File: config.mk
export PLATFORM = sky130hd
export DESIGN_NAME = acf_cordic
export DESIGN_NICKNAME = d
export VERILOG_FILES = /design/src/hw/rtl/acf_pkg.sv /design/src/hw/rtl/acf_cordic.sv
export VERILOG_INCLUDE_DIRS = /design/src /design/src/hw/rtl
export SDC_FILE = /design/constraint.sdc
export NUM_CORES = 1
export LEC_CHECK = 0
export BUFFER_PORTS_ARGS = -buffer_cell sky130_fd_sc_hd__buf_2
export CELL_PAD_IN_SITES_DETAIL_PLACEMENT = 2
export CELL_PAD_IN_SITES_GLOBAL_PLACEMENT = 2
export CORE_MARGIN = 8
export CORE_UTILIZATION = 43
export CTS_CLUSTER_DIAMETER = 120
export DETAILED_ROUTE_END_ITERATION = 12
export MAX_ROUTING_LAYER = met4
export PLACE_DENSITY = 0.89
export SYNTH_ARGS = -nofsm -noshare
export SYNTH_HDL_FRONTEND = slang
export SYNTH_SLANG_ARGS = --single-unit
File: constraint.sdc
create_clock -name clk_i -period 11.2 [get_ports clk_i]
set_input_delay 2.24 -clock clk_i [delete_from_list [all_inputs] [get_ports clk_i]]
set_output_delay 2.24 -clock clk_i [all_outputs]
set_load 0.01 [all_outputs]
File: src/hw/rtl/attitude_complementary_filter_assert.svh
// ----------------------------------------------------------------------------
// Attitude filter assertion macros
// Clocked property checks, with and without reset qualification, shared by the filter RTL.
// ----------------------------------------------------------------------------
`ifndef ATTITUDE_COMPLEMENTARY_FILTER_ASSERT_SVH
`define ATTITUDE_COMPLEMENTARY_FILTER_ASSERT_SVH
`ifndef NO_ASSERTIONS
`define ACF_ASSERT(lbl, prop) \
  lbl: assert property (@(posedge clk_i) disable iff (!rst_ni) prop) \
    else $error("attitude filter check failed");
`define ACF_ASSERT_ALWAYS(lbl, prop) \
  lbl: assert property (@(posedge clk_i) prop) \
    else $error("attitude filter check failed");
`else
`define ACF_ASSERT(lbl, prop)
`define ACF_ASSERT_ALWAYS(lbl, prop)
`endif
`endif

File: src/hw/rtl/acf_pkg.sv
// ----------------------------------------------------------------------------
// Attitude filter package
// Sequencer states, angle constants, CORDIC arctangent table and wrap helper.
// ----------------------------------------------------------------------------
`timescale 1ns / 1ps

package acf_pkg;

  typedef enum logic [2:0] {
    ST_IDLE,
    ST_SQRT,
    ST_ROLL,
    ST_PITCH,
    ST_BLEND,
    ST_OUTP
  } acf_state_e;

  // register indexes on the config port
  localparam logic [7:0] REG_BIAS_X = 8'd0;
  localparam logic [7:0] REG_BIAS_Y = 8'd1;
  localparam logic [7:0] REG_BIAS_Z = 8'd2;
  localparam logic [7:0] REG_WEIGHT = 8'd3;

  // angles in 1/32768 degree
  localparam logic signed [25:0] HalfTurn    = 26'sd5898240;
  localparam logic signed [25:0] FullTurn    = 26'sd11796480;
  localparam logic signed [24:0] QuarterTurn = 25'sd2949120;
  localparam logic [37:0]        DivRound    = 38'd7812;
  // ceil(2^52 / 15625), exact floor quotient for dividends below 2^38
  localparam logic [38:0]        RecipConst  = 39'd288230376152;
  localparam logic [16:0]        UnitWeight  = 17'd32768;
  localparam int unsigned        TabLen      = 24;

  function automatic logic [20:0] acf_atan(input logic [4:0] idx);
    logic [20:0] v;
    unique case (idx)
      5'd0:  v = 21'd1474560;
      5'd1:  v = 21'd870484;
      5'd2:  v = 21'd459940;
      5'd3:  v = 21'd233473;
      5'd4:  v = 21'd117189;
      5'd5:  v = 21'd58652;
      5'd6:  v = 21'd29333;
      5'd7:  v = 21'd14667;
      5'd8:  v = 21'd7334;
      5'd9:  v = 21'd3667;
      5'd10: v = 21'd1833;
      5'd11: v = 21'd917;
      5'd12: v = 21'd458;
      5'd13: v = 21'd229;
      5'd14: v = 21'd115;
      5'd15: v = 21'd57;
      5'd16: v = 21'd29;
      5'd17: v = 21'd14;
      5'd18: v = 21'd7;
      5'd19: v = 21'd4;
      5'd20: v = 21'd2;
      5'd21: v = 21'd1;
      default: v = 21'd0;
    endcase
    return v;
  endfunction

  // one correction of a full turn when outside +-180 degrees
  function automatic logic signed [23:0] acf_wrap(input logic signed [25:0] a);
    logic signed [25:0] r;
    if (a > HalfTurn) begin
      r = a - FullTurn;
    end else if (a < -HalfTurn) begin
      r = a + FullTurn;
    end else begin
      r = a;
    end
    return r[23:0];
  endfunction

endpackage

File: src/hw/rtl/acf_cordic.sv
// ----------------------------------------------------------------------------
// Attitude filter CORDIC
// Iterative vectoring atan2, one micro-rotation per cycle, angle in 1/32768 deg.
// ----------------------------------------------------------------------------
`timescale 1ns / 1ps
`include "attitude_complementary_filter_assert.svh"

module acf_cordic #(
  parameter int unsigned CORDIC_STEPS = 16
) (
  input  logic               clk_i,
  input  logic               rst_ni,
  input  logic               start_i,
  input  logic signed [16:0] y_i,
  input  logic signed [16:0] x_i,
  output logic               done_o,
  output logic signed [24:0] angle_o
);

  localparam int unsigned Steps   = (CORDIC_STEPS > acf_pkg::TabLen) ?
                                    acf_pkg::TabLen : CORDIC_STEPS;
  localparam logic [4:0]  LastIdx = 5'(Steps - 1);

  logic               run_q, done_q, zero_q;
  logic [4:0]         cnt_q;
  logic signed [32:0] x_q, y_q;
  logic signed [24:0] z_q;

  logic signed [32:0] xe, ye, xp, yp, xs, ys;
  logic signed [24:0] zp, tab;

  always_comb begin
    xe = 33'(x_i);
    ye = 33'(y_i);
    if (x_i < 0) begin
      if (y_i >= 0) begin
        xp = ye;
        yp = -xe;
        zp = acf_pkg::QuarterTurn;
      end else begin
        xp = -ye;
        yp = xe;
        zp = -acf_pkg::QuarterTurn;
      end
    end else begin
      xp = xe;
      yp = ye;
      zp = '0;
    end
    xs  = x_q >>> cnt_q;
    ys  = y_q >>> cnt_q;
    tab = $signed({4'd0, acf_pkg::acf_atan(cnt_q)});
  end

  always_ff @(posedge clk_i or negedge rst_ni) begin
    if (!rst_ni) begin
      run_q  <= 1'b0;
      done_q <= 1'b0;
      cnt_q  <= '0;
    end else begin
      done_q <= 1'b0;
      if (start_i) begin
        run_q <= 1'b1;
        cnt_q <= '0;
      end else if (run_q) begin
        if (cnt_q == LastIdx) begin
          run_q  <= 1'b0;
          done_q <= 1'b1;
        end
        cnt_q <= cnt_q + 5'd1;
      end
    end
  end

  always_ff @(posedge clk_i) begin
    if (start_i) begin
      x_q    <= xp <<< 14;
      y_q    <= yp <<< 14;
      z_q    <= zp;
      zero_q <= (x_i == 0) && (y_i == 0);
    end else if (run_q) begin
      if (y_q > 0) begin
        x_q <= x_q + ys;
        y_q <= y_q - xs;
        z_q <= z_q + tab;
      end else begin
        x_q <= x_q - ys;
        y_q <= y_q + xs;
        z_q <= z_q - tab;
      end
    end
  end

  assign done_o  = done_q;
  assign angle_o = zero_q ? '0 : z_q;

  `ACF_ASSERT(a_start_idle, start_i |-> !run_q)
  `ACF_ASSERT(a_done_after_run, done_q |-> $past(run_q) && !run_q)
  `ACF_ASSERT(a_cnt_bound, run_q |-> cnt_q <= LastIdx)

endmodule
---- Word-level counts from Yosys, hierarchy flattened ----
Memories as Yosys holds them, arrays and structs flattened.
Cells that the tools add are included.
cells by class
  magnitude comparators ................... 3
  muxes and demuxes ....................... 24
  shifts and indexed selects .............. 2
  equality and inequality tests ........... 1
  add/sub/neg operators ................... 9
  reductions and logical operators ........ 4
operators with widths
  cell                   count
  $mux W33               6
  $mux W25               6
  $mux W19               4
  $add A33 B33 Y33       2
  $sshr A33 B5 Y33       2
  $sub A33 B33 Y33       2
  $logic_not A32 Y1      2
  $neg A17 Y19           2
  $gt A33 B1 Y1 const B  1
  $add A25 B22 Y25       1
  $sub A25 B22 Y25       1
  $ge A17 B1 Y1 const B  1
  $lt A17 B1 Y1 const B  1
  $mux W5                2
  $mux W1                6
  $add A5 B1 Y5 const B  1
  $eq A5 B4 Y1 const B   1
  $reduce_bool A2 Y1     1
  $logic_and A1 B1 Y1    1
storage, ports and cells
  memories ................................ 1
  register bits ........................... 99
  ROM bits ................................ 672
  input port bits ......................... 37
memories
  name             depth  bits a word  read ports  clocked after Yosys merged registers in  wr ports  RTL line       source
  (no name shown)  32     21           1           0                                        0         acf_pkg.sv:36  unique case (idx)

---- Logic depth before layout (Yosys ltp) ----
  depth in word-level cells ............... 5
  mapped depth ............................ 28
  gate-level depth less buffers ........... 24

---- Least setup slack after synthesis ----
No wires, ideal clock.
  kind .................................... register to register
  start ................................... reg cnt_q[0]
  end ..................................... reg y_q[30], data pin
  data required time ...................... 10.929 ns
  slack ................................... 5.459 ns
  path buffers ............................ 4
  cell stages (with the launch flop) ...... 28
  arrival time ............................ 5.470 ns
  period minus slack after synthesis ...... 5.741 ns
  cells stage by stage .................... dfrtp_1 > buf_6 > buf_6 > buf_6 > buf_2 > mux2i_1 > o22ai_1 > a211o_1 > a21o_1 > a21oi_1 > ha_1 > nor2b_1 > nor2b_1 > nand2_1 > or2_2 > o21ai_0 > xor2_1 > ha_1 > and3_1 > a221oi_1 > o21ai_0 > o21ai_0 > a31o_2 > o21ai_0 > a221o_1 > a21oi_1 > xnor2_1 > o22ai_1
on the way
  word-level cells in the longest chain between the ends .. 5
ends and longest elaborated chain
  item                                                         RTL line                            source
  start: declaration                                           acf_cordic.sv:25                    logic [4:0] cnt_q;
  start signal: assignment                                     acf_cordic.sv:70                    cnt_q <= cnt_q + 5'd1;
  $sshr A33 B5 Y33 (*)                                         acf_cordic.sv:50                    xs = x_q >>> cnt_q;
  $add A33 B33 Y33 / $sub A33 B33 Y33 (equally long branches)  acf_cordic.sv:88, acf_cordic.sv:84
  $mux W33 (*)                                                 acf_cordic.sv:82                    if (y_q > 0) begin
  $mux W33 (*)                                                 acf_cordic.sv:81                    end else if (run_q) begin
  $mux W33 (*)                                                 acf_cordic.sv:76                    if (start_i) begin
  end signal: assignment                                       acf_cordic.sv:78                    y_q <= yp <<< 14;
  end signal: assignment                                       acf_cordic.sv:84                    y_q <= y_q - xs;
  end signal: assignment                                       acf_cordic.sv:88                    y_q <= y_q + xs;
  end: declaration                                             acf_cordic.sv:26                    logic signed [32:0] x_q, y_q;
Mark *: on every way between the ends. The rest lies on a longest branch, timed or not. The select of a mux whose other input is x is not followed.
A chain may end at the register's enable or synchronous reset.

---- Worst setup path in the final report ----
  start ................................... reg cnt_q[0]
  end ..................................... reg x_q[31], data pin
on the way
  word-level cells in the longest chain between the ends .. 5
ends and longest elaborated chain
  item                                                         RTL line                            source
  $sshr A33 B5 Y33 (*)                                         acf_cordic.sv:51                    ys = y_q >>> cnt_q;
  $sub A33 B33 Y33 / $add A33 B33 Y33 (equally long branches)  acf_cordic.sv:87, acf_cordic.sv:83
  $mux W33 (*)                                                 acf_cordic.sv:82
  $mux W33 (*)                                                 acf_cordic.sv:81
  $mux W33 (*)                                                 acf_cordic.sv:76
  end signal: assignment                                       acf_cordic.sv:77                    x_q <= xp <<< 14;
  end signal: assignment                                       acf_cordic.sv:83                    x_q <= x_q + ys;
  end signal: assignment                                       acf_cordic.sv:87                    x_q <= x_q - ys;
  end: declaration                                             acf_cordic.sv:26
Marks and branches as above.

==> results.md <==
- Status: finished, final reports clean
- CTS sink cnt: 99
- Die X: 208 um
- Largest net degree at the start of global routing: 74
- Area grow syn2layout: 5.69%
- Final Max Slew Viols: 0
- Post-CTS setup buffer count: 0
- Number of diodes: 0
- Crit-path max FO: 73
- Remaining DRCs: 0
- Main synth FF type: edfxtp_1
- Area after detailed placement: 16500 um2
- Mapped Cells: 1943
- Ports: 63
- Most common cell after layout, fill and taps aside: nor2_1
- Syn Std Cell Area: 15900 um2
- Worst path arrival time: 8.38 ns
- Max Cap Viol: 0
- First-pass GRT wire length: 113 mm
- Layout cells sized above 1: 13.1%
- Fin area: 16800 um2
- Overall Global Routing Usage: 34.2%
- DP Worst Slack: 3.01 ns
- Seq cells post-synth: 99
- Die ar.: 43500 um2
- CP Class: reg -> reg
- Final worst slack: 2.97 ns
- Placer congestion estimate: 1.09
- Post-synthesis async set-or-reset flop share: 7.07%
- Clock buffer count from CTS: 9
- Row cnt: 70
- Multi-input logic area: 12500 um2
- Setup crit start kind: flop
- GRT Residual Overflow: 0
- Area occupied by registers: 2670 um2
- Met3 routed WL: 6.19 mm
- Drt via density: 7.01
- Clk slew on worst S/H paths: 0.09 ns
- Cts hold-fix bufs: 0
- Distinct cells, synth: 95
- Core Region: 36500 um2
- Ys Warns: 0
- Drt total wl: 74.7 mm
- Hold Path Class: reg -> reg
- # fillers: 4118
- NumNets Final: 2066
- Post-synth EDFFs: 64
- Root Buffer: clkbuf_16
- Clk_lat worst skew: 0.41 ns
- Drt first-iter violations: 1346
- Metal1 wirelength: 28.8 mm
- Crit path time final: 8.23 ns
- Buffers on Ports: 62
- Clk_skew: 0.0136 ns
- Drt first pass iters: 6
- Max Clk Rate: 122 MHz
- Die Y: 208 um
- Longest Clk Path Bufs: 2
- Avg Cell Area, Syn: 8.20 um2
- Seq/Total Area, Yosys: 16.7%
- Antenna viol nets, final: 0
- Final Hold Viols: 0
- DP HPWL: 55.9 mm
- Vias in the first global route: 18.2k
- Mapped Nets: 2086
- Post-cts resize count: 0
- Period utilization: 73.4%
- Initial antenna violation count: 0
- Worst slew margin: 5.70%
- CTS tree: done
- Final setup violation count: 0
- Actual slew at the worst max-slew pin: 1.40 ns
- Uppermost layer routed: met4
- Initial core utilization: 43.6%
- Wire length on met2: 35.4 mm
- RSZ-0062 raised after global routing: false
- WP data required: 11.35 ns
- Setup TNS: 0 ns
- H-tree Lvls: 3
- WL per Instance: 31.2 um
- Vias: 16.8k
- Commonest cells after routing, fill and taps aside: nor2_1, a21oi_1, nand2_1
- Critical Path End Type: flop
[metrics by stage]
stage                     util [%]  hold WS (ns)  instances
after CTS                     46.1         0.535       2396
after floorplan                  -         0.475       1943
final                         46.1         0.526       2396
after global routing          46.1         0.574       2396
after detailed placement      45.2         0.519       2380
after global placement        45.2         0.498       2380
[state kept, by name, summed over array words and instances, names as in the netlist]
register and count:
cnt_q 5, run_q 1, done_o 1, zero_q 1, y_q 33, x_q 33
z_q 25
[logic make-up (layout without fill, tap and decap cells)]
family	after synthesis	after routing	share of synthesized area [%]
adders and majority gates	106	106	8.47
DFF	99	99	16.7
buffers and inverters	171	156	4.74
and+or+nand+nor	595	595	17.9
muxes	226	226	19.5
xor gates and xnor gates	173	173	9.51
AOI/OAI and AO/OA	573	573	23.3
[cells in the mapped netlist, types with 26 or more instances]
master / n / area, um2
a21o_1: 49 / 368
nor2_1: 207 / 777
o22ai_1: 45 / 282
inv_1: 47 / 176
o21ai_0: 126 / 631
mux2_2: 45 / 507
dfxtp_1: 28 / 561
nor2b_1: 45 / 282
ha_1: 103 / 1290
mux2i_1: 117 / 1170
mux4_2: 62 / 1400
xor2_1: 79 / 692
xnor2_1: 94 / 823
buf_2: 26 / 130
a21oi_1: 149 / 746
clkbuf_1: 70 / 263
nor3_1: 31 / 155
nand2_1: 146 / 548
edfxtp_1: 64 / 1920
nand3_1: 40 / 200
[worst max-delay path, cell delays in order (launching register included)]
cell and delay, ns:
dfrtp_4 1.12, buf_4 0.80, mux4_2 0.61, mux2_2 0.30, mux2_2 0.27, mux2i_1 0.26, ha_1 0.29, o21ai_0 0.46
ha_1 0.33, nor2b_1 0.13, o21ai_0 0.23, a21boi_0 0.24, o311ai_0 1.20, a21oi_1 0.33, nor2_1 0.24, o31ai_1 0.13
a311o_1 0.37, o31ai_1 0.32, xor2_1 0.23, nor2_1 0.05
[final cells by class]
type,instances,area share [%]
multi-input cells,1673,74.4
well taps,468,3.48
inverters,50,1.13
repair buffers,90,3.09
clock buffers,9,1.34
flip-flops and latches,99,15.9
clock inverters,7,0.691
[final timing paths]
| check | startpoint | endpoint | slack (ns) | depth (start not counted) |
|---|---|---|---|---|
| max | cnt_q[0]$_DFFE_PN0P_ | x_q[31]$_DFFE_PP_ | 2.97 | 19 |
| min | x_q[0]$_SDFFE_PP0P_ | x_q[0]$_SDFFE_PP0P_ | 0.53 | 2 |
| max reg2reg | cnt_q[0]$_DFFE_PN0P_ | x_q[31]$_DFFE_PP_ | 2.97 | 19 |
| min reg2reg | x_q[0]$_SDFFE_PP0P_ | x_q[0]$_SDFFE_PP0P_ | 0.53 | 2 |
| max in group asynchronous | rst_ni | cnt_q[0]$_DFFE_PN0P_ | 9.34 | 1 |
| min in group asynchronous | rst_ni | done_o$_DFF_PN0_ | 1.67 | 1 |
[metal layers]
layer	track usage [%]	vias up
met5	-	-
met4	18.6	0
met3	8.97	243
met2	55.7	812
met1	38.2	8497
li1	-	7232
Power is not shown: default switching activity piles up to over one toggle a cycle in this logic, so the estimate is an artifact.
